**config.mk**
```make
export PLATFORM = sky130hd
export DESIGN_NAME = ncmp_ctrl
export DESIGN_NICKNAME = d
export VERILOG_FILES = /design/src/hw/rtl/ncmp_pkg.sv /design/src/hw/rtl/ncmp_ctrl.sv
export SDC_FILE = /design/constraint.sdc
export NUM_CORES = 1
export LEC_CHECK = 0
export BUFFER_PORTS_ARGS = -buffer_cell sky130_fd_sc_hd__buf_2
export CORE_AREA = 2 2 39 41
export CTS_CLUSTER_SIZE = 8
export DETAILED_ROUTE_END_ITERATION = 10
export DIE_AREA = 0 0 41 43
export SLEW_MARGIN = 15
export SYNTH_ARGS = -nofsm -noshare
export SYNTH_HDL_FRONTEND = slang
export SYNTH_SLANG_ARGS = --single-unit
```
**constraint.sdc**
```tcl
create_clock -name clk -period 1.6 [get_ports clk]
set_input_delay 0.32 -clock clk [delete_from_list [all_inputs] [get_ports clk]]
set_output_delay 0.32 -clock clk [all_outputs]
set_load 0.1 [all_outputs]
```
**src/hw/rtl/ncmp_pkg.sv**
```systemverilog
package ncmp_pkg;

  localparam int VALUE_W = 64;
  localparam int UNIT_W = 16;
  localparam int TOKEN_W = VALUE_W + 1;

  localparam logic [1:0] OP_LOAD_FIRST = 2'd0;
  localparam logic [1:0] OP_LOAD_SECOND = 2'd1;
  localparam logic [1:0] OP_COMPARE = 2'd2;

  localparam logic [UNIT_W-1:0] DIGIT_ZERO = 16'h0030;
  localparam logic [UNIT_W-1:0] DIGIT_NINE = 16'h0039;

  localparam logic KIND_CHAR = 1'b0;
  localparam logic KIND_NUM = 1'b1;

  typedef struct packed {
    logic [1:0]        op;
    logic [UNIT_W-1:0] code_unit;
  } req_t;

  typedef struct packed {
    logic first_before;
    logic truncated;
  } rsp_t;

  typedef enum logic [1:0] {
    ST_IDLE,
    ST_READ,
    ST_CHECK,
    ST_FINISH
  } state_t;

  typedef struct packed {
    logic load_first;
    logic load_second;
    logic rd;
    logic take_cmp;
    logic take_len;
    logic emit;
  } ctrl_cmd_t;

  typedef struct packed {
    logic walk_done;
    logic differ;
  } dp_status_t;

endpackage

```
**src/hw/rtl/ncmp_ctrl.sv**
```systemverilog
module ncmp_ctrl (
  input  logic                 clk,
  input  logic                 rst,
  input  logic                 req_valid,
  input  logic [1:0]           op,
  output logic                 req_stall,
  output logic                 rsp_valid,
  input  logic                 rsp_stall,
  input  ncmp_pkg::dp_status_t status,
  output ncmp_pkg::ctrl_cmd_t  cmd
);

  ncmp_pkg::state_t state;
  ncmp_pkg::state_t state_next;
  logic             rsp_valid_next;
  logic             accept;

  always_ff @(posedge clk) begin
    if (rst) begin
      state <= ncmp_pkg::ST_IDLE;
      rsp_valid <= 1'b0;
    end else begin
      state <= state_next;
      rsp_valid <= rsp_valid_next;
    end
  end

  always_comb begin
    cmd = '0;
    state_next = state;
    req_stall = (state != ncmp_pkg::ST_IDLE);
    accept = req_valid && !req_stall;
    case (state)
      ncmp_pkg::ST_IDLE: begin
        cmd.load_first = accept && (op == ncmp_pkg::OP_LOAD_FIRST);
        cmd.load_second = accept && (op == ncmp_pkg::OP_LOAD_SECOND);
        if (accept && (op == ncmp_pkg::OP_COMPARE)) begin
          if (status.walk_done) begin
            cmd.take_len = 1'b1;
            state_next = ncmp_pkg::ST_FINISH;
          end else begin
            state_next = ncmp_pkg::ST_READ;
          end
        end
      end
      ncmp_pkg::ST_READ: begin
        cmd.rd = 1'b1;
        state_next = ncmp_pkg::ST_CHECK;
      end
      ncmp_pkg::ST_CHECK: begin
        if (status.differ) begin
          cmd.take_cmp = 1'b1;
          state_next = ncmp_pkg::ST_FINISH;
        end else if (status.walk_done) begin
          cmd.take_len = 1'b1;
          state_next = ncmp_pkg::ST_FINISH;
        end else begin
          state_next = ncmp_pkg::ST_READ;
        end
      end
      ncmp_pkg::ST_FINISH: begin
        if (!rsp_valid || !rsp_stall) begin
          cmd.emit = 1'b1;
          state_next = ncmp_pkg::ST_IDLE;
        end
      end
      default: begin
        state_next = ncmp_pkg::ST_IDLE;
      end
    endcase
    rsp_valid_next = cmd.emit || (rsp_valid && rsp_stall);
  end

endmodule

```
======== Yosys cells after proc, flatten, opt, wreduce, memory -nomap -nowiden ========
Cells that the tools add are included.
word-level totals
  flip-flop bits (word level) ............. 3
  word-level logic and storage cells ...... 38
  input port bits ......................... 8
  output and inout port bits .............. 8
cells by class
  reductions and logical operators ........ 14
  mux-type cells .......................... 15
  equality and inequality tests ........... 7
operators by type and width
  kind                                            count
  two-way mux 2 bit                               5
  two-way mux 1 bit                               8
  case mux 2 bit (4 select lines)                 1
  == test 2 bit (second input constant)           3
  logical AND 1 bit                               5
  == test 2 x 1 -> 1 bit (second input constant)  2
  logical NOT 2 bit                               2
  != test 2 bit (second input constant)           2
  logical NOT 1 bit                               3
  logical OR 1 bit                                2
  case mux 1 bit (2 select lines)                 1
  AND reduction 2 bit                             1
  nonzero test 2 bit                              1

======== Logic depth before layout (Yosys ltp) ========
Gate-level depths: netlist of run 1.
  depth in word-level cells ............... 6
  depth in mapped cells ................... 3
  mapped depth without buffers ............ 3

======== Worst setup path before layout of run 1 ========
No wires, ideal clock.
  path type ............................... register to output
  start ................................... register state[0]
  end ..................................... output cmd[4] (netlist bit)
  data arrival time ....................... 2,826 ps
  slack ................................... -1,546 ps
  cell stages (with the launch flop) ...... 4
  buffers on the path ..................... 0
  data required time ...................... 1,280 ps
  cell sequence ........................... dfxtp_1 -> nor2_4 -> nand2_1 -> nor3b_1
RTL lines
  element                 line             text
  from (decl)             ncmp_ctrl.sv:13  ncmp_pkg::state_t state;
  from (signal assigned)  ncmp_ctrl.sv:20  state <= ncmp_pkg::ST_IDLE;
  from (signal assigned)  ncmp_ctrl.sv:23  state <= state_next;
  to (decl)               ncmp_ctrl.sv:10  output ncmp_pkg::ctrl_cmd_t cmd

==> flow_metrics.env, run 1 <==
export IMPL_grt_pass1_wl_um=938
export IMPL_postCtsHoldBufs=0
export IMPL_synth_area_leaders="dfxtp_1 30%, nand4b_4 12%, a21oi_1 9.9%"
export IMPL_cp_arrival_ns=1.25
export IMPL_drcViolationCount=0
export IMPL_ys_types=14
export IMPL_hold_path_end="state[1]$_SDFFE_PP0P_"
export IMPL_relSlewSlack_pct=68.1
export IMPL_slew_violations=0
export IMPL_multi_input_area_um2=195
export IMPL_hold_viol=0
export IMPL_crit_path_end_kind="output pin"
export IMPL_clock_latency_ns=0.23
export IMPL_die_h_um=43
export IMPL_dieArea_um2=1760
export IMPL_hold_depth=2
export IMPL_synth_top_area_cell="dfxtp_1"
export IMPL_finalWeightedCongestion=0.619
export IMPL_syn_inst=23
export IMPL_fill_cells=152
export IMPL_finalClockSkew_ns=0.00123
export IMPL_die_w_um=41
export IMPL_cts_tree="done"
export IMPL_io_buffers=15
export IMPL_final_area_um2=512
export IMPL_drt_total_wl_um=611
export IMPL_synth_common_cells="4 x a21oi_1, 4 x nand2_1, 3 x dfxtp_1"
export IMPL_ys_seq_area_share_pct=29.8
export IMPL_worst_slew_pin_slew_ns=0.481
export IMPL_htreeDepth=1
export IMPL_synth_async_reset_ratio_pct=0
export IMPL_rsz0062_at_grt="true"
export IMPL_area_delta_synth_final_pct=154
export IMPL_hold_path_startpoint="rst"
export IMPL_dpl_cell_area_um2=448
export IMPL_r2r_end="state[1]$_SDFFE_PP0P_"
export IMPL_cpPeakStageDelay_ns=0.34
export IMPL_drtAntennaViolNets=0
export IMPL_cts_buffers_inserted=3
export IMPL_utilization_pct=37.0
export IMPL_grt_overflow_total=0
export IMPL_place_hpwl_um=543
export IMPL_firstDrtPassIters=1
export IMPL_status="completed"
export IMPL_synth_edff_count=0
export IMPL_ys_warnings_count=0
export IMPL_drive_above_1_share_pct=78.3
export IMPL_syn_avg_cell_area_um2=8.76
export IMPL_start_kind="flip-flop"
export IMPL_grt_usage_pct=8.23
export IMPL_r2r_slack_ns=0.35
export IMPL_clkSinkCount=3
export IMPL_fin_cells=62
export IMPL_ys_flop_type="dfxtp_1"
export IMPL_synth_net_count=31
export IMPL_irDropWorstVdd_mv=0.285
export IMPL_cpMaxStageDelayCell="dfxtp_4"
export IMPL_path_max_fanout=3
export IMPL_hold_class="input pin to flip-flop"
export IMPL_viasPerCell=4.10
export IMPL_synth_area_um2=201
export IMPL_num_rows=14
export IMPL_num_vias=254
export IMPL_fmax_ghz=0.637
export IMPL_core_um2=1380
export IMPL_antenna_found_initial=0
export IMPL_area_sequential_um2=68.8
export IMPL_p_leak_nw=0.214
export IMPL_synth_top_area_share_pct=29.8
export IMPL_cts_root_buffer="clkbuf_4"
export IMPL_ys_ff_latch=3
export IMPL_critPathKind="flip-flop to output pin"
export IMPL_critPathRequiredTime_ns=1.28
export IMPL_insertedDiodeCount=0
export IMPL_worstRegToRegCells=4
export IMPL_start_util_pct=14.6
export IMPL_placed_cells=54
export IMPL_power_density_nw_per_um2=715
export IMPL_cap_violations=0
export IMPL_period_needed_ns=1.57
export IMPL_r2r_start="state[0]$_SDFFE_PP0P_"
export IMPL_wl_per_cell_um=9.85
export IMPL_setup_viol=0
export IMPL_ioPinCount=16
export IMPL_clk_pin_slew_ns=0.04
export IMPL_cts_path_max_buffers=2
export IMPL_grt_max_degree=7
export IMPL_path_cells="nor2_4, nand2_4, nor3b_4, buf_12"
export IMPL_drt_iter0_markers=0
export IMPL_grt_pass1_vias=258
export IMPL_post_route_period_util_pct=98.1
export IMPL_fin_nets=55
per-stage QoR:
step                worst slack, ns  TNS [ns]  hold WS, ns  power [mW]
floorplan                    -0.193    -0.322        0.381       0.178
global placement              0.206         0        0.510       0.226
detailed placement            0.186         0        0.517       0.228
CTS                         0.00770         0        0.269       0.376
global route                -0.0306   -0.0306        0.281       0.387
finish                       0.0302         0        0.275       0.366
area by class of cell:
type / instances / area share [%]
well taps: 16 / 3.91
inverters: 1 / 0.733
flip-flops and latches: 3 / 13.4
clock buffers: 4 / 5.13
multi-input cells: 19 / 38.1
repair buffers: 19 / 38.6
where the power goes:
part / internal, mW / switching (mW)
Sequential: 0.0766 / 0.00329
Combinational: 0.0553 / 0.0978
Clock: 0.0935 / 0.0394
sequential cells by signal (all words and copies together), names as in the netlist:
name,flops
state,2
rsp_valid,1
worst max path at each step:
stage                                      from      to  slack (ns)  depth (start not counted)
after global placement    state[1]$_SDFFE_PP0P_  cmd[4]        0.21                          4
after floorplan           state[1]$_SDFFE_PP0P_  cmd[4]       -0.19                          3
after CTS                 state[0]$_SDFFE_PP0P_  cmd[1]       0.008                          4
after detailed placement  state[1]$_SDFFE_PP0P_  cmd[4]        0.19                          4
after global routing      state[0]$_SDFFE_PP0P_  cmd[4]       -0.03                          4
final                     state[0]$_SDFFE_PP0P_  cmd[4]        0.03                          4
kinds of logic (layout without fill, tap and decap cells):
kind of cell    count (synthesis)  after routing  share of synthesized area [%]
compound gates                  7              7                           26.1
flops                           3              3                           29.8
buf+inv                         1             24                           1.86
simple gates                   12             12                           42.2
worst max-delay path, delay by kind of cell (launching register included):
family,cells,cell delay [ns]
DFF,1,0.34
and+or+nand+nor,3,0.48
buffers and inverters,1,0.20
repair_timing:
action / in CTS / in global routing
endpoints found under the setup margin: 3 / 3
buffers inserted: 4 / 0
gates resized for setup: 3 / 0
pin swaps: 4 / 2
layout by cell type (no fill, tap or decap), drive strengths merged:
cell	count
a2111oi	1
a211oi	1
a21bo	1
a21oi	4
buf	19
clkbuf	4
dfxtp	3
inv	1
nand2	4
nand2b	2
nand4b	1
nor2	2
nor2b	1
nor3	1
nor3b	1
layer usage:
metal  track usage [%]  part of all wire, %
met5                 0                    0
met4              8.00                    0
met3              1.57                  4.7
met2              15.0                   65
met1              6.11                   30
Note: power is estimated with default switching activity, not from simulation.
==> inputs of run 2 (changes only) <==
Settings changed: BUFFER_PORTS_ARGS -buffer_cell sky130_fd_sc_hd__buf_2 to unset, DONT_BUFFER_PORTS set to 1.
==> run 2 against run 1 <==
Net effect:
- first-iteration DRC count is 4 higher
- clock power is 3% lower
- via count shrank 12%
==> flow_metrics.env, run 2 (synthesized netlist as in run 1, its figures left out) <==
export IMPL_fin_cells=55
export IMPL_insertedDiodeCount=0
export IMPL_fill_cells=151
export IMPL_die_h_um=43
export IMPL_critPathRequiredTime_ns=1.28
export IMPL_grt_usage_pct=7.32
export IMPL_drive_above_1_share_pct=74.4
export IMPL_r2r_start="state[1]$_SDFFE_PP0P_"
export IMPL_finalClockSkew_ns=0.00215
export IMPL_regMostFlops="state"
export IMPL_hold_path_end="state[1]$_SDFFE_PP0P_"
export IMPL_start_util_pct=14.6
export IMPL_mostFrequentLayoutCells="8 x buf_4, 4 x buf_12, 3 x nand2_1, 3 x clkbuf_4"
export IMPL_firstDrtPassIters=2
export IMPL_wl_met1_um=157
export IMPL_largest_reg_flops=2
export IMPL_cts_path_max_buffers=2
export IMPL_preCtsSetupSlack_ns=0.197
export IMPL_drt_iter0_markers=4
export IMPL_core_um2=1380
export IMPL_period_needed_ns=1.58
export IMPL_mostFrequentLayoutCell="buf_4"
export IMPL_antenna_found_initial=0
export IMPL_p_int_uw=214
export IMPL_fmax_ghz=0.631
export IMPL_slew_violations=0
export IMPL_hold_viol=0
export IMPL_num_rows=14
export IMPL_worstRegToRegCells=4
export IMPL_worst_slew_pin_slew_ns=0.272
export IMPL_critPathKind="flip-flop to output pin"
export IMPL_p_switching_uw=124
export IMPL_pwr_share_comb_pct=38.3
export IMPL_finalPower_uw=339
export IMPL_relSlewSlack_pct=81.8
export IMPL_cts_root_buffer="clkbuf_4"
export IMPL_multi_input_area_um2=195
export IMPL_cts_tree="done"
export IMPL_power_share_sequential_pct=23.5
export IMPL_postCtsHoldBufs=0
export IMPL_hold_path_startpoint="rst"
export IMPL_status="completed"
export IMPL_path_max_fanout=4
export IMPL_cp_arrival_ns=1.26
export IMPL_area_sequential_um2=68.8
export IMPL_drt_total_wl_um=543
export IMPL_htreeDepth=1
export IMPL_placed_cells=47
export IMPL_hold_class="input pin to flip-flop"
export IMPL_ioPinCount=16
export IMPL_setup_viol=0
export IMPL_grt_pass1_wl_um=869
export IMPL_area_delta_synth_final_pct=125
export IMPL_r2r_slack_ns=0.34
export IMPL_reg_top3="state: 2 flops, rsp_valid: 1 flops"
export IMPL_final_area_um2=454
export IMPL_drcViolationCount=0
export IMPL_post_route_period_util_pct=99.1
export IMPL_swShare_pct=36.7
export IMPL_clk_pin_slew_ns=0.04
export IMPL_clock_latency_ns=0.23
export IMPL_routed_wl_met3_um=48
export IMPL_viasPerCell=4.05
export IMPL_io_buffers=0
export IMPL_dieArea_um2=1760
export IMPL_rsz0062_at_grt="true"
export IMPL_top_layer="met3"
export IMPL_grt_max_degree=8
export IMPL_cap_violations=0
export IMPL_start_kind="flip-flop"
export IMPL_dpl_cell_area_um2=393
export IMPL_power_density_nw_per_um2=746
export IMPL_cts_buffers_inserted=3
export IMPL_irDropWorstVdd_mv=0.287
export IMPL_clkPwrFrac_pct=38.2
export IMPL_r2r_end="state[1]$_SDFFE_PP0P_"
export IMPL_clkSinkCount=3
export IMPL_wl_per_cell_um=9.87
export IMPL_num_vias=223
export IMPL_p_leak_nw=0.181
export IMPL_place_hpwl_um=457
export IMPL_fin_ws_ns=0.0151
export IMPL_wl_met2_um=337
export IMPL_drtAntennaViolNets=0
export IMPL_fin_nets=48
export IMPL_hold_depth=1
export IMPL_finalWeightedCongestion=0.645
export IMPL_utilization_pct=32.8
export IMPL_crit_path_end_kind="output pin"
export IMPL_die_w_um=41
export IMPL_grt_pass1_vias=247
export IMPL_grt_overflow_total=0
## run 2: cell types whose count changed in the layout (fill, tap and decap cells not counted)
cell,delta
buf_2,-8
buf_12,-2
buf_4,+3
## run 2: power groups by stage
stage | logic, mW | clock network (mW) | registers (mW)
after global routing | 0.135 | 0.144 | 0.0800
after global placement | 0.119 | 0 | 0.0858
after floorplan | 0.0927 | 0 | 0.0858
after CTS | 0.126 | 0.137 | 0.0820
after detailed placement | 0.119 | 0 | 0.0857
final | 0.130 | 0.129 | 0.0797
## run 2: per-stage QoR
stage	setup TNS (ns)	hold slack [ns]
6_report	0	0.147
5_1_grt	-0.0891	0.137
3_3_place_gp	0	0.386
3_5_place_dp	0	0.386
4_1_cts	0	0.141
2_1_floorplan	-0.322	0.381
## run 2: layout make-up
type | instances | share of cell area (%)
Sequential cell | 3 | 15.2
Timing Repair Buffer | 12 | 30.9
Inverter | 1 | 0.826
Tap cell | 16 | 4.41
Multi-Input combinational cell | 19 | 43.0
Clock buffer | 4 | 5.79
## run 2: what timing repair did
item,in CTS,in global routing
pin swaps,3,4
resized for setup,1,1
endpoints found under the setup margin,3,3
endpoints found under the hold margin,0,0
buffers inserted,2,2
cloned,0,0
## run 2: critical path, stage by stage (launching register included)
cell and delay (ns):
dfxtp_4 0.34, nor2_4 0.18, nand2_4 0.09, nor3b_4 0.21, buf_12 0.20
## run 2: worst max path at each step
stage                     slack (ns)             startpoint  depth (start not counted)      to
after global routing           -0.05  state[1]$_SDFFE_PP0P_                          4  cmd[1]
after global placement          0.20  state[1]$_SDFFE_PP0P_                          4  cmd[4]
final                           0.02  state[1]$_SDFFE_PP0P_                          4  cmd[4]
after floorplan                -0.19  state[1]$_SDFFE_PP0P_                          3  cmd[4]
after CTS                      0.004  state[1]$_SDFFE_PP0P_                          4  cmd[4]
after detailed placement        0.20  state[1]$_SDFFE_PP0P_                          4  cmd[4]
## run 2: layer usage
metal	vias to the layer above	global-route usage, %
met5	-	0
met4	0	6.00
met3	0	1.57
met2	9	13.1
met1	101	6.09
li1	113	-
